==> config.mk <==
export PLATFORM = sky130hd
export DESIGN_NAME = i2c_master_bit_engine_top
export DESIGN_NICKNAME = d
export VERILOG_FILES = /design/src/hdl/i2cbe_pkg.sv /design/src/hdl/i2cbe_step.sv /design/src/hdl/i2c_master_bit_engine_top.sv
export SDC_FILE = /design/constraint.sdc
export NUM_CORES = 1
export LEC_CHECK = 0
export BUFFER_PORTS_ARGS = -buffer_cell sky130_fd_sc_hd__buf_2
export CAP_MARGIN = 20
export CORE_MARGIN = 2
export CORE_UTILIZATION = 40
export CTS_CLUSTER_SIZE = 16
export DETAILED_ROUTE_END_ITERATION = 10
export PLACE_DENSITY = 0.74
export SYNTH_ARGS = -nofsm -noshare
export SYNTH_HDL_FRONTEND = slang
export SYNTH_HIERARCHICAL = 1
export SYNTH_SLANG_ARGS = --single-unit
==> constraint.sdc <==
create_clock -name clk -period 3.1 [get_ports clk]
set_input_delay 0.155 -clock clk [delete_from_list [all_inputs] [get_ports clk]]
set_output_delay 0.155 -clock clk [all_outputs]
set_load 0.02 [all_outputs]
==> src/hdl/i2cbe_pkg.sv <==
// ----------------------------------------------------------------------------
// I2C master bit engine package
// Command codes, phase and status codes, and the engine state record.
// ----------------------------------------------------------------------------
`timescale 1ns / 1ps

package i2cbe_pkg;

  // SCL pulses issued by bus recovery
  localparam int unsigned RECOVERY_PULSES = 9;

  // Ticks per phase after reset
  localparam logic [7:0] PHASE_TICKS_RST = 8'd3;

  // Configuration register indexes
  localparam logic REG_PHASE_TICKS = 1'b0;

  typedef enum logic [3:0] {
    MODE_RECOVER = 4'd0,
    MODE_CHECK   = 4'd1,
    MODE_START   = 4'd2,
    MODE_STOP    = 4'd3,
    MODE_ACK     = 4'd4,
    MODE_NACK    = 4'd5,
    MODE_WAITACK = 4'd6,
    MODE_SEND    = 4'd7,
    MODE_RECEIVE = 4'd8
  } mode_t;

  typedef enum logic [2:0] {
    PH_0 = 3'd0,
    PH_1 = 3'd1,
    PH_2 = 3'd2,
    PH_3 = 3'd3,
    PH_4 = 3'd4
  } phase_t;

  typedef enum logic [1:0] {
    ST_OK    = 2'd0,
    ST_BUSY  = 2'd1,
    ST_ERROR = 2'd2,
    ST_NACK  = 2'd3
  } status_t;

  typedef struct packed {
    mode_t      mode;
    logic       active;
    phase_t     phase;
    logic [7:0] ticks;
    logic [3:0] bits;
    logic [7:0] shreg;
    logic       scl;
    logic       sda;
    logic [7:0] last_rx;
  } eng_state_t;

  typedef struct packed {
    logic    done;
    status_t status;
  } eng_res_t;

endpackage

==> src/hdl/i2cbe_step.sv <==
// ----------------------------------------------------------------------------
// I2C master bit engine tick logic
// Next engine state and completion result for one tick, purely combinational.
// ----------------------------------------------------------------------------
`timescale 1ns / 1ps

module i2cbe_step (
  input  i2cbe_pkg::eng_state_t cur,
  input  logic [7:0]            phase_ticks,
  input  logic                  cmd_valid,
  input  logic [3:0]            mode,
  input  logic [7:0]            tx_byte,
  input  logic                  sda_in,
  output i2cbe_pkg::eng_state_t nxt,
  output i2cbe_pkg::eng_res_t   res
);

  logic       do_act;
  logic [7:0] hold_ticks;
  logic [4:0] pulse_cnt;
  logic [3:0] bits_inc;
  logic [7:0] rx_shift;

  // Reload value for the phase counter; zero counts as one tick
  assign hold_ticks = (phase_ticks == 8'd0) ? 8'd0 : phase_ticks - 8'd1;
  // Recovery pulses issued so far, counting the one now ending
  assign pulse_cnt  = {1'b0, cur.bits} + 5'd1;

  always_comb begin
    nxt      = cur;
    res      = '0;
    do_act   = 1'b0;
    bits_inc = 4'd0;
    rx_shift = 8'd0;

    // Count down a held phase, or take a new command while idle
    if (cur.active) begin
      if (cur.ticks != 8'd0) begin
        nxt.ticks = cur.ticks - 8'd1;
      end else begin
        do_act = 1'b1;
      end
    end else if (cmd_valid &&
                 (mode inside {[i2cbe_pkg::MODE_RECOVER : i2cbe_pkg::MODE_RECEIVE]})) begin
      nxt.mode   = i2cbe_pkg::mode_t'(mode);
      nxt.active = 1'b1;
      nxt.phase  = i2cbe_pkg::PH_0;
      nxt.ticks  = 8'd0;
      nxt.bits   = 4'd0;
      case (i2cbe_pkg::mode_t'(mode))
        i2cbe_pkg::MODE_RECOVER: nxt.sda = 1'b1;
        i2cbe_pkg::MODE_SEND:    nxt.shreg = tx_byte;
        i2cbe_pkg::MODE_RECEIVE: begin
          nxt.sda   = 1'b1;
          nxt.shreg = 8'd0;
        end
        default: ;
      endcase
      do_act = 1'b1;
    end

    bits_inc = nxt.bits + 4'd1;
    rx_shift = {nxt.shreg[6:0], sda_in};

    // Run the action of the current phase
    if (do_act) begin
      case (nxt.mode)
        i2cbe_pkg::MODE_RECOVER: begin
          case (nxt.phase)
            i2cbe_pkg::PH_0: begin
              nxt.scl   = 1'b1;
              nxt.phase = i2cbe_pkg::PH_1;
              nxt.ticks = hold_ticks;
            end
            i2cbe_pkg::PH_1: begin
              nxt.scl   = 1'b0;
              nxt.ticks = hold_ticks;
              if (pulse_cnt >= 5'(i2cbe_pkg::RECOVERY_PULSES)) begin
                nxt.phase = i2cbe_pkg::PH_2;
              end else begin
                nxt.bits  = bits_inc;
                nxt.phase = i2cbe_pkg::PH_0;
              end
            end
            default: begin
              nxt.scl    = 1'b1;
              nxt.sda    = 1'b1;
              nxt.active = 1'b0;
              res.done   = 1'b1;
            end
          endcase
        end
        i2cbe_pkg::MODE_CHECK: begin
          nxt.active = 1'b0;
          res.done   = 1'b1;
          res.status = sda_in ? i2cbe_pkg::ST_OK : i2cbe_pkg::ST_BUSY;
        end
        i2cbe_pkg::MODE_START: begin
          case (nxt.phase)
            i2cbe_pkg::PH_0: begin
              nxt.sda   = 1'b1;
              nxt.scl   = 1'b1;
              nxt.phase = i2cbe_pkg::PH_1;
              nxt.ticks = hold_ticks;
            end
            i2cbe_pkg::PH_1: begin
              if (!sda_in) begin
                nxt.active = 1'b0;
                res.done   = 1'b1;
                res.status = i2cbe_pkg::ST_BUSY;
              end else begin
                nxt.sda   = 1'b0;
                nxt.phase = i2cbe_pkg::PH_2;
                nxt.ticks = hold_ticks;
              end
            end
            i2cbe_pkg::PH_2: begin
              if (sda_in) begin
                nxt.active = 1'b0;
                res.done   = 1'b1;
                res.status = i2cbe_pkg::ST_ERROR;
              end else begin
                nxt.sda   = 1'b0;
                nxt.phase = i2cbe_pkg::PH_3;
                nxt.ticks = hold_ticks;
              end
            end
            default: begin
              nxt.active = 1'b0;
              res.done   = 1'b1;
            end
          endcase
        end
        i2cbe_pkg::MODE_STOP: begin
          case (nxt.phase)
            i2cbe_pkg::PH_0: begin
              nxt.scl   = 1'b0;
              nxt.phase = i2cbe_pkg::PH_1;
              nxt.ticks = hold_ticks;
            end
            i2cbe_pkg::PH_1: begin
              nxt.sda   = 1'b0;
              nxt.phase = i2cbe_pkg::PH_2;
              nxt.ticks = hold_ticks;
            end
            i2cbe_pkg::PH_2: begin
              nxt.scl   = 1'b1;
              nxt.phase = i2cbe_pkg::PH_3;
              nxt.ticks = hold_ticks;
            end
            i2cbe_pkg::PH_3: begin
              nxt.sda   = 1'b1;
              nxt.phase = i2cbe_pkg::PH_4;
              nxt.ticks = hold_ticks;
            end
            default: begin
              nxt.active = 1'b0;
              res.done   = 1'b1;
            end
          endcase
        end
        i2cbe_pkg::MODE_ACK, i2cbe_pkg::MODE_NACK: begin
          case (nxt.phase)
            i2cbe_pkg::PH_0: begin
              nxt.scl   = 1'b0;
              nxt.phase = i2cbe_pkg::PH_1;
              nxt.ticks = hold_ticks;
            end
            i2cbe_pkg::PH_1: begin
              nxt.sda   = (nxt.mode == i2cbe_pkg::MODE_NACK);
              nxt.phase = i2cbe_pkg::PH_2;
              nxt.ticks = hold_ticks;
            end
            i2cbe_pkg::PH_2: begin
              nxt.scl   = 1'b1;
              nxt.phase = i2cbe_pkg::PH_3;
              nxt.ticks = hold_ticks;
            end
            i2cbe_pkg::PH_3: begin
              nxt.scl   = 1'b0;
              nxt.phase = i2cbe_pkg::PH_4;
              nxt.ticks = hold_ticks;
            end
            default: begin
              nxt.active = 1'b0;
              res.done   = 1'b1;
            end
          endcase
        end
        i2cbe_pkg::MODE_WAITACK: begin
          case (nxt.phase)
            i2cbe_pkg::PH_0: begin
              nxt.scl   = 1'b0;
              nxt.phase = i2cbe_pkg::PH_1;
              nxt.ticks = hold_ticks;
            end
            i2cbe_pkg::PH_1: begin
              nxt.sda   = 1'b1;
              nxt.phase = i2cbe_pkg::PH_2;
              nxt.ticks = hold_ticks;
            end
            i2cbe_pkg::PH_2: begin
              nxt.scl   = 1'b1;
              nxt.phase = i2cbe_pkg::PH_3;
              nxt.ticks = hold_ticks;
            end
            default: begin
              nxt.scl    = 1'b0;
              nxt.active = 1'b0;
              res.done   = 1'b1;
              res.status = sda_in ? i2cbe_pkg::ST_NACK : i2cbe_pkg::ST_OK;
            end
          endcase
        end
        i2cbe_pkg::MODE_SEND: begin
          case (nxt.phase)
            i2cbe_pkg::PH_0: begin
              nxt.scl   = 1'b0;
              nxt.phase = i2cbe_pkg::PH_1;
              nxt.ticks = hold_ticks;
            end
            i2cbe_pkg::PH_1: begin
              nxt.sda   = nxt.shreg[7];
              nxt.shreg = {nxt.shreg[6:0], 1'b0};
              nxt.phase = i2cbe_pkg::PH_2;
              nxt.ticks = hold_ticks;
            end
            i2cbe_pkg::PH_2: begin
              nxt.scl   = 1'b1;
              nxt.bits  = bits_inc;
              nxt.phase = (bits_inc >= 4'd8) ? i2cbe_pkg::PH_3 : i2cbe_pkg::PH_0;
              nxt.ticks = hold_ticks;
            end
            default: begin
              nxt.scl    = 1'b0;
              nxt.active = 1'b0;
              res.done   = 1'b1;
            end
          endcase
        end
        i2cbe_pkg::MODE_RECEIVE: begin
          case (nxt.phase)
            i2cbe_pkg::PH_0: begin
              nxt.scl   = 1'b0;
              nxt.phase = i2cbe_pkg::PH_1;
              nxt.ticks = hold_ticks;
            end
            i2cbe_pkg::PH_1: begin
              nxt.scl   = 1'b1;
              nxt.phase = i2cbe_pkg::PH_2;
              nxt.ticks = hold_ticks;
            end
            i2cbe_pkg::PH_2: begin
              nxt.shreg = rx_shift;
              nxt.bits  = bits_inc;
              nxt.scl   = 1'b0;
              if (bits_inc >= 4'd8) begin
                nxt.last_rx = rx_shift;
                nxt.active  = 1'b0;
                res.done    = 1'b1;
              end else begin
                nxt.phase = i2cbe_pkg::PH_1;
                nxt.ticks = hold_ticks;
              end
            end
            default: begin
              nxt.active = 1'b0;
              res.done   = 1'b1;
            end
          endcase
        end
        default: begin
          nxt.active = 1'b0;
          res.done   = 1'b1;
        end
      endcase
    end
  end

endmodule

==> src/hdl/i2c_master_bit_engine_top.sv <==
// ----------------------------------------------------------------------------
// I2C master bit engine
// Each item's result is in the output register in the cycle after it is
// accepted; one item per cycle unless a result waits. Each item is one engine
// tick, worked by the tick logic in a single pass from state register to
// result register. Reset (rst_n low, synchronous) idles the engine, releases
// SCL and SDA, clears the received byte and sets phase_ticks to 3.
// ----------------------------------------------------------------------------
`timescale 1ns / 1ps

module i2c_master_bit_engine_top (
  input  logic        clk,
  input  logic        rst_n,
  // input item channel
  input  logic        in_valid,
  output logic        in_ready,
  input  logic        in_cmd_valid,
  input  logic [3:0]  in_mode,
  input  logic [7:0]  in_tx_byte,
  input  logic        in_sda_in,
  // result item channel
  output logic        out_valid,
  input  logic        out_ready,
  output logic        out_scl_out,
  output logic        out_sda_out,
  output logic        out_engine_busy,
  output logic        out_done_res,
  output logic [1:0]  out_status,
  output logic [7:0]  out_rx_byte,
  // configuration port
  input  logic        psel,
  input  logic        penable,
  input  logic        pwrite,
  input  logic [2:0]  paddr,
  input  logic [31:0] pwdata,
  output logic [31:0] prdata,
  output logic        pready
);

  i2cbe_pkg::eng_state_t state_r, state_nxt;
  i2cbe_pkg::eng_res_t   res_nxt;
  logic [7:0]            phase_ticks_r;
  logic                  out_valid_r;
  logic                  out_done_r;
  logic [1:0]            out_status_r;
  logic                  in_acc;
  logic                  cfg_wr;

  // Configuration register access
  assign pready = 1'b1;
  assign cfg_wr = psel && penable && pwrite && (paddr[2] == i2cbe_pkg::REG_PHASE_TICKS);
  assign prdata = (paddr[2] == i2cbe_pkg::REG_PHASE_TICKS) ? {24'd0, phase_ticks_r} : 32'd0;

  always_ff @(posedge clk) begin
    if (!rst_n) begin
      phase_ticks_r <= i2cbe_pkg::PHASE_TICKS_RST;
    end else if (cfg_wr) begin
      phase_ticks_r <= pwdata[7:0];
    end
  end

  // Take an item whenever the result register is free or being emptied
  assign in_ready = !out_valid_r || out_ready;
  assign in_acc   = in_valid && in_ready;

  i2cbe_step u_step (
    .cur         (state_r),
    .phase_ticks (phase_ticks_r),
    .cmd_valid   (in_cmd_valid),
    .mode        (in_mode),
    .tx_byte     (in_tx_byte),
    .sda_in      (in_sda_in),
    .nxt         (state_nxt),
    .res         (res_nxt)
  );

  // Advance the engine state and load the result on each accepted item
  always_ff @(posedge clk) begin
    if (!rst_n) begin
      state_r         <= '{mode: i2cbe_pkg::MODE_RECOVER, active: 1'b0,
                           phase: i2cbe_pkg::PH_0, ticks: 8'd0, bits: 4'd0,
                           shreg: 8'd0, scl: 1'b1, sda: 1'b1, last_rx: 8'd0};
      out_valid_r     <= 1'b0;
      out_done_r      <= 1'b0;
      out_status_r    <= 2'd0;
    end else if (in_acc) begin
      state_r      <= state_nxt;
      out_valid_r  <= 1'b1;
      out_done_r   <= res_nxt.done;
      out_status_r <= res_nxt.status;
    end else if (out_ready) begin
      out_valid_r <= 1'b0;
    end
  end

  // Result fields come straight from the registered state and result registers
  assign out_valid       = out_valid_r;
  assign out_scl_out     = state_r.scl;
  assign out_sda_out     = state_r.sda;
  assign out_engine_busy = state_r.active;
  assign out_done_res    = out_done_r;
  assign out_status      = out_status_r;
  assign out_rx_byte     = state_r.last_rx;

endmodule

-- Word-level counts from Yosys, hierarchy flattened
Cells that the tools add are included.
W data, S select, Z words.
- output and inout bits: 49
- register bits after elaboration: 50
- bits of input ports: 56
- equality and inequality tests: 18
- mux-type cells: 79
- bitwise gates (word level): 1
- reduce and logical (&&, ||, !) cells: 26
- $lt $le $gt $ge: 4
- add/sub/neg operators: 4
- operator list (operator ; count):
    $pmux W11 S3 ; 4
    $mux W8 ; 9
    $pmux W11 S6 ; 1
    $pmux W11 S4 ; 1
    $mux W34 ; 1
    $mux W11 ; 3
    $pmux W8 S2 ; 2
    $mux W28 ; 1
    $mux W1 ; 27
    $mux W12 ; 2
    $pmux W11 S2 ; 1
    $eq A4 B3 Y1 const B ; 5
    $pmux W1 S6 ; 3
    $sub A8 B1 Y8 const B ; 2
    $pmux W1 S2 ; 7
    $mux W3 ; 4
    $mux W4 ; 3
    $pmux W4 S3 ; 1
    $reduce_or A2 Y1 ; 6
    $ne A3 B3 Y1 const B ; 3
    $pmux W1 S3 ; 3
    $eq A4 B2 Y1 const B ; 2
    $eq A4 B4 Y1 const B ; 2
    $logic_not A4 Y1 ; 2
    27 further kinds ; 37

-- Longest topological paths before layout
Gate-level depths: netlist (run 1).
- word-level depth: 11
- depth in mapped cells: 12
- mapped depth without buffers: 11

-- Hierarchy
Netlist (run 1), hierarchy kept.
- modules (own cells, without submodules) (module ; area an instance (µm²) ; times used ; cells each):
    i2c_master_bit_engine_top ; 2331.0 ; 1 ; 260
    i2cbe_step ; 2102.0 ; 1 ; 320

-- Least setup slack after synthesis (run 1)
No wires, ideal clock.
- path kind: reg2reg
- start: register state_r, in the netlist out_engine_busy
- end: register state_r[19] (netlist bit)
- clock period less this slack: 3.023 ns
- arrival: 2.905 ns
- required time: 2.982 ns
- setup slack: 0.077 ns
- stages on the path, launching flop included: 12
- setup time: 0.118 ns
- cells stage by stage: dfxtp_1 > nand2b_1 > clkbuf_1 > a221oi_4 > inv_4 > or4_1 > buf_2 > a211o_1 > a21oi_2 > mux2_1 > nand2_1 > mux2i_1
- RTL lines (element ; line ; text):
    from (decl) ; i2c_master_bit_engine_top.sv:40 ; i2cbe_pkg::eng_state_t state_r, state_nxt;
    from (signal assigned) ; i2c_master_bit_engine_top.sv:80 ; state_r <= '{mode: i2cbe_pkg::MODE_RECOVER, active: 1'b0,
    from (signal assigned) ; i2c_master_bit_engine_top.sv:87 ; state_r <= state_nxt;

==> key figures, run 1 <==
Run status
  • Status: completed

Critical path
  • Worst setup EP type: flip-flop
  • CP required: 3350 ps
  • R2R Path End: state_r[25]
  • Max incr delay on CP: 620 ps
  • FF-to-FF path depth: 11
  • Critical path buffers and inverters: 2
  • Worst r2r src: state_r[22]
  • FF-to-FF setup slack: 160 ps
  • Critical path, cell by cell: inv_1 -> ha_1 -> or4b_2 -> nor2_1 -> a21oi_1 -> a211o_1 -> nor4_1 -> buf_4 -> a31o_2 -> nand2_1 -> mux2i_1
  • Type of the worst setup path: reg -> reg
  • Top cell family by delay on the critical path: simple AND/OR/NAND/NOR gates
  • Critical path startpoint category: flip-flop
  • Critical path's slowest cell: or4b_2
  • Critical path peak fanout: 6
  • Critical Path Stages: 11
  • Worst Path Arrival: 3190 ps

Power
  • Psw: 0.578 mW
  • Maximum vdd drop: 0.000184 V
  • Clk pwr share: 26.4%
  • Register share of total power: 42.9%
  • Logic gate share of total power: 30.7%
  • P_leak: 2.14 nW
  • Power per cell area: 324 nW/µm²
  • Int Pwr: 1.01 mW
  • Sw Ratio: 36.5%

Min path
  • HP Start: pwdata[0]
  • Worst hold path class: in -> reg
  • Worst Hold Path Cells: 3
  • Hold Path Sink: phase_ticks_r[0]

Placed design
  • Setup WS pre-CTS: 75.9 ps
  • Gp weighted congestion: 0.927
  • IO buf count: 53
  • DP Wirelength: 9140 µm

Final layout
  • Antenna diodes: 0
  • FILL cells: 1077
  • Area grow syn2layout: 10.4%
  • Register area: 1000 µm²
  • Nets: 698
  • Fraction of layout cells with a size suffix above 1: 19.5%
  • Multi-input logic area: 3020 µm²

Synthesis
  • Most used DFF post-synth: dfxtp_1
  • FFs w/ async S/R, synth: 0%
  • Avg Cell Area, Syn: 7.64 µm²
  • Register area share after synthesis: 22.6%
  • Top cell type by total area after synthesis: dfxtp_1
  • Post-synth EDFFs: 0
  • Synth Cell Area: 4430 µm²
  • Dominant cells by area after synthesis: dfxtp_1 23%, mux2i_1 12%, nand2_1 9.1%
  • Yosys warns: 6
  • Synth unique cells: 79
  • Yosys reg bits: 50
  • Post-synth top area share: 22.6%
  • Cells after Synth: 580

CTS
  • Root buffer cell: clkbuf_8
  • CTS sink count: 50
  • Post-cts sizing count: 0
  • Num CTS Buffers: 5
  • CTS clk-pin slew, worst paths: 100 ps
  • TritonCTS clock tree: yes
  • CTS H-tree depth: 2
  • Cts hold-fix bufs: 0
  • Post-CTS Setup Inserts: 0
  • CTS max path bufs: 2
  • Clock Latency Late Sink: 320 ps

Timing
  • Final Setup Violations: 0
  • Fin Hold WS: 44.2 ps
  • Max_slew headroom: 50.9%
  • Fin Clk Skew: 4.99 ps
  • Fin crit share: 94.9%
  • Final Hold Viols: 0
  • Clock period minus final worst setup slack: 2940 ps
  • Fmax: 340 MHz
  • Worst-margin pin slew: 736 ps
  • Final WS setup: 157 ps
  • Pins Over Slew Limit: 0

GRT
  • Largest net degree at the start of global routing: 49
  • First-pass GRT wire length: 19700 µm
  • Grt ovf: 0
  • Initial antenna violation count: 0
  • Total track usage: 20.7%
  • Vias in the first global route: 4003

Die
  • Die ar.: 11900 µm²
  • Initial Utilization: 40.9%
  • Row cnt: 38
  • DIE WIDTH: 109 µm
  • CORE AREA: 10800 µm²
  • Die height: 109 µm
  • I/O pin count: 105

Route
  • Wire per inst: 15.9 µm
  • DRC: 0
  • Routed Antenna Nets: 0
  • Via Count: 4523
  • Avg Vias per Cell: 5.84
  • Starting DRT DRC Count: 406
  • TritonRoute pass-1 iters: 5
  • Total wire length: 12300 µm

Job
  • Maxcap violations: 0
## stage by stage
stage | cell area [µm²] | instances | utilization (%) | total power, mW | TNS [ps]
6_report | 4890 | 775 | 45.1 | 1.58 | 0
5_1_grt | 4890 | 775 | 45.1 | 1.66 | -11.5
4_1_cts | 4870 | 775 | 45.0 | 1.59 | 0
3_5_place_dp | 4780 | 767 | 44.1 | 1.17 | 0
3_3_place_gp | 4780 | 767 | 44.1 | 1.16 | 0
2_1_floorplan | 4520 | 603 | - | 1.04 | 0
## flip-flops by register name, summed over array words and instances (netlist names)
name,flops
out_rx_byte,8
out_valid,1
state_r,27
out_engine_busy,1
out_scl_out,1
phase_ticks_r,8
out_done_res,1
out_sda_out,1
out_status,2
## how the worst max path moves through the flow
stage	slack (ps)	start	to
after global routing	-10	out_engine_busy	state_r[12]
after detailed placement	80	out_engine_busy	state_r[12]
after CTS	50	out_engine_busy	state_r[12]
after global placement	180	out_engine_busy	state_r[11]
after floorplan	80	out_engine_busy	state_r[19]
final	160	state_r[22]	state_r[25]
## synthesized netlist by cell type (all sizes together), types with 13 or more instances
| cell type | number |
|---|---|
| clkbuf | 17 |
| a21oi | 24 |
| inv | 16 |
| nand2 | 108 |
| nor3 | 14 |
| dfxtp | 50 |
| a22oi | 13 |
| o21ai | 36 |
| nor2 | 26 |
| mux2i | 51 |
| buf | 48 |
## cell usage in the layout, fill, tap and decap left out, types with 5 or more instances in the layout
cell type  count
and2_1        11
a21oi_1       23
nor2b_1       12
conb_1        25
nand3_1       12
buf_2         53
dfxtp_1       50
clkbuf_8       5
o22ai_1        9
o21ai_0       34
buf_4         36
nor3_1        14
nand2_1      108
inv_1         15
ha_1           8
xor2_1         5
o31ai_1        5
o211ai_1       8
or3_1          6
xnor2_1        5
a22oi_1       12
nor2_1        26
nand2b_1       7
mux2i_1       51
## cell type report
type | count | area share (%)
clock inverters | 3 | 0.460
well taps | 140 | 3.58
inverters | 17 | 1.36
multi-input cells | 471 | 61.8
clock buffers | 5 | 1.41
repair buffers | 89 | 10.9
flip-flops and latches | 50 | 20.5
## cell families (layout without fill, tap and decap cells)
group / count (synthesis) / after routing / synth area share (%)
AOI/OAI and AO/OA: 151 / 151 / 24.5
xor gates and xnor gates: 10 / 10 / 1.98
adders and majority gates: 8 / 8 / 2.26
buffers and inverters: 82 / 114 / 11.6
DFF: 50 / 50 / 22.6
muxes: 53 / 53 / 12.0
other: 2 / 25 / 0.169
and+or+nand+nor: 224 / 224 / 25.0
## worst min-delay path: stages
cell and delay (ps):
buf_2 80, mux2i_1 50, nand2_1 50
## power groups by stage
stage / clock network (mW) / logic [mW] / registers [mW]
2_1_floorplan: 0 / 0.351 / 0.691
3_5_place_dp: 0 / 0.472 / 0.693
6_report: 0.418 / 0.487 / 0.679
4_1_cts: 0.436 / 0.474 / 0.679
5_1_grt: 0.455 / 0.527 / 0.682
3_3_place_gp: 0 / 0.468 / 0.692
## layer usage
layer	vias up	GRT usage [%]	part of all wire [%]
li1	2151	-	-
met1	2147	28.9	45
met2	201	33.1	46
met3	24	2.33	7.0
met4	0	6.78	1.8
met5	-	0	0
No activity file was read; power rests on OpenSTA's default activity.
==> run 2: changes to the inputs <==
--- a/config.mk
+++ b/config.mk
@@ -11,6 +11,8 @@
 export CORE_UTILIZATION = 40
 export CTS_CLUSTER_SIZE = 16
 export DETAILED_ROUTE_END_ITERATION = 10
+export GPL_TIMING_DRIVEN = 0
+export HOLD_SLACK_MARGIN = 0.12
 export PLACE_DENSITY = 0.74
 export SYNTH_ARGS = -nofsm -noshare
 export SYNTH_HDL_FRONTEND = slang
==> run 2 against run 1 <==
Effect of this change: sequential share of layout area decreased by 1.6 points; combinational power is 10% higher; design area is 8.4% higher; clock power about the same; critical path type unchanged; largest power group unchanged.
==> key figures, run 2 (same netlist as run 1, synthesis figures left out) <==
Run status
  • Status: completed (unchanged)

Min path
  • Worst Hold Path Cells: 3 (unchanged)
  • Hold Path Sink: out_valid (was phase_ticks_r[0])
  • HP Start: out_ready (was pwdata[0])
  • Worst hold path class: in -> reg (unchanged)

Die
  • I/O pin count: 105 (unchanged)
  • Die height: 109 µm (unchanged)
  • CORE AREA: 10800 µm² (unchanged)
  • Die ar.: 11900 µm² (unchanged)
  • Initial Utilization: 40.9% (unchanged)
  • Row cnt: 38 (unchanged)
  • DIE WIDTH: 109 µm (unchanged)

Critical path
  • Critical path, cell by cell: clkbuf_1 -> or3b_2 -> a21oi_2 -> and2_1 -> o21ai_1 -> a2111oi_2 -> and2_1 -> nand2_1 -> mux2i_1 (was inv_1 -> ha_1 -> or4b_2 -> nor2_1 -> a21oi_1 -> a211o_1 -> nor4_1 -> buf_4 -> a31o_2 -> nand2_1 -> mux2i_1)
  • CP required: 3350 ps (about the same)
  • Max incr delay on CP: 600 ps (was 620 ps)
  • Critical path peak fanout: 10 (was 6)
  • Worst setup EP type: flip-flop (unchanged)
  • Most frequent CP cell: and2_1
  • Worst r2r src: state_r[30] (was state_r[22])
  • Critical path's slowest cell: or3b_2 (was or4b_2)
  • R2R Path End: out_done_res (was state_r[25])
  • Top cell family by delay on the critical path: simple AND/OR/NAND/NOR gates (unchanged)
  • FF-to-FF setup slack: 150 ps (was 160 ps)
  • FF-to-FF path depth: 9 (was 11)
  • Worst Path Arrival: 3200 ps (was 3190 ps)
  • Critical path startpoint category: flip-flop (unchanged)
  • Critical path buffers and inverters: 1 (was 2)
  • Type of the worst setup path: reg -> reg (unchanged)

CTS
  • Root buffer cell: clkbuf_8 (unchanged)
  • CTS clk-pin slew, worst paths: 100 ps (about the same)
  • CTS sink count: 50 (unchanged)
  • CTS max path bufs: 2 (unchanged)
  • TritonCTS clock tree: yes (unchanged)
  • Clock Latency Late Sink: 320 ps (about the same)
  • CTS H-tree depth: 2 (unchanged)
  • Num CTS Buffers: 5 (unchanged)

Power
  • Power per cell area: 308 nW/µm² (was 324 nW/µm²)
  • Clk pwr share: 25.6% (was 26.4%)
  • P_leak: 2.31 nW (was 2.14 nW)
  • Final Power: 1.63 mW (was 1.58 mW)
  • Logic gate share of total power: 32.9% (was 30.7%)
  • Sw Ratio: 37.0% (was 36.5%)
  • Maximum vdd drop: 0.000237 V (was 0.000184 V)
  • Register share of total power: 41.5% (was 42.9%)
  • Psw: 0.603 mW (was 0.578 mW)
  • Int Pwr: 1.03 mW (was 1.01 mW)

Final layout
  • Most frequent cells in the layout: 108 x nand2_1, 60 x buf_2, 51 x mux2i_1, 49 x dfxtp_1, 37 x buf_4 (was 108 x nand2_1, 53 x buf_2, 51 x mux2i_1, 50 x dfxtp_1, 36 x buf_4)
  • Antenna diodes: 0 (unchanged)
  • Largest register by flop count: state_r (unchanged)
  • Fraction of layout cells with a size suffix above 1: 23.5% (was 19.5%)
  • Leading cell type in the layout, fill and taps excluded: nand2_1 (unchanged)
  • Flip-flop count of the largest register after layout: 27 (unchanged)
  • Area grow syn2layout: 19.7% (was 10.4%)
  • Nets: 735 (was 698)

Placed design
  • DP Wirelength: 9720 µm (was 9140 µm)
  • IO buf count: 51 (was 53)
  • Setup WS pre-CTS: -544 ps (was 75.9 ps)
  • Gp weighted congestion: 1.04 (was 0.927)

Timing
  • RSZ-0062 raised after global routing: no
  • Fmax: 339 MHz (was 340 MHz)
  • Final WS setup: 147 ps (was 157 ps)
  • Fin crit share: 95.3% (was 94.9%)
  • Pins Over Slew Limit: 0 (unchanged)
  • Max_slew headroom: 43.0% (was 50.9%)
  • Worst-margin pin slew: 846 ps (was 736 ps)
  • Clock period minus final worst setup slack: 2950 ps (was 2940 ps)
  • Fin Clk Skew: 10.8 ps (was 4.99 ps)
  • Final Hold Viols: 0 (unchanged)
  • Fin Hold WS: 166 ps (was 44.2 ps)
  • Final Setup Violations: 0 (unchanged)

GRT
  • Total track usage: 22.1% (was 20.7%)
  • Grt ovf: 0 (unchanged)
  • Largest net degree at the start of global routing: 18 (was 49)
  • Vias in the first global route: 4173 (was 4003)
  • First-pass GRT wire length: 20900 µm (was 19700 µm)
  • Initial antenna violation count: 0 (unchanged)

Route
  • Via Count: 4606 (was 4523)
  • TritonRoute pass-1 iters: 6 (was 5)
  • Routed Antenna Nets: 0 (unchanged)
  • Avg Vias per Cell: 5.67 (was 5.84)
  • Total wire length: 13100 µm (was 12300 µm)
  • Wire per inst: 16.2 µm (was 15.9 µm)
  • DRC: 0 (unchanged)
  • Starting DRT DRC Count: 625 (was 406)

Job
  • Maxcap violations: 0 (unchanged)
==> run 2: worst max path at each step <==
stage	startpoint	endpoint	slack (ps)	cells after the start
detailed placement	state_r[22]	state_r[25]	-540	12
global route	state_r[22]	state_r[22]	30	10
global placement	state_r[22]	state_r[24]	-490	12
finish	state_r[30]	out_done_res	150	9
floorplan	out_engine_busy	state_r[19]	80	11
CTS	state_r[22]	state_r[22]	40	11
==> run 2: power by group through the flow <==
stage,sequential (mW),combinational (mW),clock (mW)
global placement,0.691,0.475,0
finish,0.678,0.537,0.418
floorplan,0.691,0.351,0
CTS,0.677,0.501,0.428
detailed placement,0.691,0.479,0
global route,0.681,0.581,0.459
==> run 2: per-stage QoR <==
stage / TNS (ps) / utilization (%) / area, µm² / cells
after CTS: 0 / 47.9 / 5200 / 810
after detailed placement: -8010 / 45.7 / 4950 / 794
final: 0 / 48.9 / 5310 / 812
after global routing: 0 / 48.9 / 5310 / 812
after global placement: -6700 / 45.7 / 4950 / 794
after floorplan: 0 / - / 4520 / 603
==> run 2: cell type report <==
cell class,count,area [µm²]
multi-input cells,471,3160
fillers,1078,5540
inverters,17,67.6
flip-flops and latches,50,1000
clock buffers,5,68.8
well taps,140,175
plain buffers,62,438
repair buffers,64,375
clock inverters,3,22.5
==> run 2: metal layers <==
layer,vias up,track usage (%),share of wire [%]
met5,-,0,0
met1,2133,29.8,43
met2,228,35.8,47
li1,2222,-,-
met3,23,3.83,8.3
met4,0,7.05,1.7
==> run 2: repair_timing <==
action / 4_1_cts / 5_1_grt
hold buffers: 9 / 0
pin swaps: 2 / 1
resized for setup: 15 / 19
cloned: 0 / 0
setup endpoints to repair: 32 / 26
endpoints found under the hold margin: 9 / 0
buffers inserted: 1 / 3
==> run 2: worst min-delay path, cell delays in order <==
cell,delay [ps]
buf_2,80
nand2b_4,120
a21boi_0,80
==> run 3: changes to the inputs <==
--- a/config.mk
+++ b/config.mk
@@ -16,5 +16,4 @@
 export PLACE_DENSITY = 0.74
 export SYNTH_ARGS = -nofsm -noshare
 export SYNTH_HDL_FRONTEND = slang
-export SYNTH_HIERARCHICAL = 1
 export SYNTH_SLANG_ARGS = --single-unit
==> run 3 against run 2 <==
Effect of this change: cell count is 1.4% lower; hold slack better by 1.1 ps; setup slack better by 52 ps; highest routed layer unchanged; total power is 1.1% lower; largest cell class unchanged; first-iteration DRC count is 40% lower; clock-buffer cell count stayed put; combinational power is 2% lower; synthesized cell count is 0.86% lower; synthesized area is 2.7% lower; wire length is 9.0% higher; critical path type unchanged.
==> key figures, run 3 <==
CTS
  • Clock Latency Late Sink: 310 ps (was 320 ps)
  • TritonCTS clock tree: yes (unchanged)
  • CTS clk-pin slew, worst paths: 110 ps (was 100 ps)
  • CTS max path bufs: 2 (unchanged)
  • Num CTS Buffers: 5 (unchanged)
  • Root buffer cell: clkbuf_8 (unchanged)
  • CTS H-tree depth: 2 (unchanged)
  • CTS sink count: 50 (unchanged)

Timing
  • Final Setup Violations: 0 (unchanged)
  • Clock period minus final worst setup slack: 2900 ps (was 2950 ps)
  • Setup TNS: 0 ps (unchanged)
  • Fin crit share: 93.6% (was 95.3%)
  • Fin Clk Skew: 17.2 ps (was 10.8 ps)
  • Fin Hold WS: 167 ps (was 166 ps)
  • RSZ-0062 raised after global routing: no (unchanged)
  • Pins Over Slew Limit: 0 (unchanged)
  • Fmax: 345 MHz (was 339 MHz)
  • Max_slew headroom: 43.1% (was 43.0%)
  • Final WS setup: 199 ps (was 147 ps)
  • Final Hold Viols: 0 (unchanged)
  • Worst-margin pin slew: 852 ps (was 846 ps)

Route
  • Via Count: 4806 (was 4606)
  • DRC: 0 (unchanged)
  • Avg Vias per Cell: 6.00 (was 5.67)
  • Wire per inst: 17.9 µm (was 16.2 µm)
  • Total wire length: 14300 µm (was 13100 µm)
  • TritonRoute pass-1 iters: 5 (was 6)
  • Routed Antenna Nets: 0 (unchanged)
  • Starting DRT DRC Count: 377 (was 625)

Critical path
  • Critical path peak fanout: 10 (unchanged)
  • Worst Path Arrival: 3130 ps (was 3200 ps)
  • Worst setup EP type: flip-flop (unchanged)
  • FF-to-FF setup slack: 200 ps (was 150 ps)
  • Worst r2r src: out_engine_busy (was state_r[30])
  • CP startpoint: out_engine_busy (was state_r[30])
  • Type of the worst setup path: reg -> reg (unchanged)
  • Critical path startpoint category: flip-flop (unchanged)
  • CP required: 3320 ps (was 3350 ps)

GRT
  • Vias in the first global route: 4353 (was 4173)
  • Largest net degree at the start of global routing: 17 (was 18)
  • Total track usage: 24.4% (was 22.1%)
  • Grt ovf: 0 (unchanged)
  • First-pass GRT wire length: 22500 µm (was 20900 µm)
  • Initial antenna violation count: 0 (unchanged)

Synthesis
  • Cells after Synth: 575 (was 580)
  • FFs w/ async S/R, synth: 0% (unchanged)
  • Most used DFF post-synth: dfxtp_1 (unchanged)
  • Yosys reg bits: 50 (unchanged)
  • Synth Cell Area: 4310 µm² (was 4430 µm²)
  • Synth unique cells: 87 (was 79)
  • Post-synth top area share: 23.2% (was 22.6%)
  • Top cell type by total area after synthesis: dfxtp_1 (unchanged)
  • Post-synth EDFFs: 0 (unchanged)
  • Synth Area in Simple Gates: 25.8% (was 25.0%)
  • Synth Area in Compound Gates: 34.8% (was 24.5%)
  • Yosys warns: 0 (was 6)
  • Mux share of post-synthesis cell area: 1.62% (was 12.0%)
  • Largest family of logic cells by synthesized area: compound AO/OA/AOI/OAI gates (was simple AND/OR/NAND/NOR gates)
  • Synth cell count leaders: 58 x nand2_1, 55 x nor2_1, 50 x dfxtp_1 (was 108 x nand2_1, 51 x mux2i_1, 50 x dfxtp_1)
  • Register area share after synthesis: 23.2% (was 22.6%)
  • Dominant cells by area after synthesis: dfxtp_1 23%, buf_4 6.1%, nand2_1 5.0% (was dfxtp_1 23%, mux2i_1 12%, nand2_1 9.1%)
  • XOR/XNOR Fraction of Synth Area: 1.83% (was 1.98%)
  • Avg Cell Area, Syn: 7.50 µm² (was 7.64 µm²)
  • Most frequent cell after synthesis: nand2_1 (unchanged)
  • Adder-cell share of the synthesized area: 1.74% (was 2.26%)

Placed design
  • Gp weighted congestion: 0.983 (was 1.04)
  • DP Wirelength: 10900 µm (was 9720 µm)
  • Setup WS pre-CTS: 251 ps (was -544 ps)
  • IO buf count: 50 (was 51)
  • Inst Count DP: 784 (was 794)

Min path
  • HP Start: out_ready (unchanged)
  • Worst hold path class: in -> reg (unchanged)

Die
  • CORE AREA: 10400 µm² (was 10800 µm²)
  • Row cnt: 37 (was 38)
  • DIE WIDTH: 108 µm (was 109 µm)
  • Die height: 108 µm (was 109 µm)
  • Initial Utilization: 41.4% (was 40.9%)
  • I/O pin count: 105 (unchanged)
  • Die ar.: 11600 µm² (was 11900 µm²)

Final layout
  • FILL cells: 1074 (was 1078)
  • Leading cell type in the layout, fill and taps excluded: nand2_1 (unchanged)
  • Fraction of layout cells with a size suffix above 1: 20.3% (was 23.5%)
  • Nets: 726 (was 735)
  • Non-filler cells in the finished layout: 801 (was 812)
  • Antenna diodes: 0 (unchanged)
  • Flip-flop count of the largest register after layout: 27 (unchanged)
  • Area grow syn2layout: 15.9% (was 19.7%)
  • Final Util: 48.0% (was 48.9%)
  • Largest register by flop count: state_r (unchanged)
  • Most frequent cells in the layout: 58 x nand2_1, 57 x buf_2, 55 x nor2_1, 50 x dfxtp_1 (was 108 x nand2_1, 60 x buf_2, 51 x mux2i_1, 49 x dfxtp_1, 37 x buf_4)

Job
  • Maxcap violations: 0 (unchanged)

Power
  • Maximum vdd drop: 0.000206 V (was 0.000237 V)
  • Power per cell area: 323 nW/µm² (was 308 nW/µm²)
  • P_leak: 1.96 nW (was 2.31 nW)

Run status
  • Status: completed (unchanged)
## run 3: report_power, final
part / switching, mW / internal, mW
clock: 0.238 / 0.159
sequential: 0.0247 / 0.665
combinational: 0.339 / 0.188
## run 3: final timing paths
check                                   end  cells past startpoint
worst min register to register  state_r[15]                      2
worst min-delay path              out_valid                      3
worst max-delay path            state_r[28]                      8
worst max register to register  state_r[28]                      8
## run 3: cell families after synthesis
family | count (synthesis)
AND/OR/NAND/NOR | 214
AO/OA/AOI/OAI | 204
buffers and inverters | 83
flip-flops | 50
XOR/XNOR | 9
multiplexers | 7
adder cells (fa/ha/maj) | 6
other | 2
## run 3: final cells by class
cell class | instances | area (µm²) | area share (%)
Inverter | 16 | 60.1 | 1.20
Sequential cell | 50 | 1000 | 20.0
Buffer | 67 | 407 | 8.13
Clock buffer | 5 | 68.8 | 1.38
Timing Repair Buffer | 59 | 340 | 6.81
Multi-Input combinational cell | 465 | 2930 | 58.6
Tap cell | 136 | 170 | 3.40
Clock inverter | 3 | 21.3 | 0.425
## run 3: timing repair
item                                    4_1_cts  5_1_grt
hold endpoints to repair                      9        0
endpoints found under the setup margin        0        0
hold buffers                                  9        0
setup buffers                                 0        0
resized for setup                             0        0
## run 3: critical path, stage by stage, from the launching register on
cell and delay, ps:
dfxtp_1 610, nand2b_4 290, buf_4 200, nor2_1 100, o22ai_1 510, o21ai_1 270, o22ai_2 400, o21ai_1 190
o41ai_2 230
## run 3: routing by layer
layer | vias up | track usage, % | routed length, µm
li1 | 2259 | - | -
met1 | 2274 | 31.3 | 6020
met2 | 235 | 41.5 | 6780
met3 | 38 | 4.06 | 1120
met4 | 0 | 7.88 | 390
met5 | - | 0 | 0
## run 3: per-stage QoR
| step | area, µm² | total power, mW |
|---|---|---|
| 4_1_cts | 5000 | 1.61 |
| 6_report | 5000 | 1.61 |
| 2_1_floorplan | 4400 | 1.07 |
| 3_3_place_gp | 4820 | 1.20 |
| 3_5_place_dp | 4820 | 1.21 |
| 5_1_grt | 5000 | 1.68 |
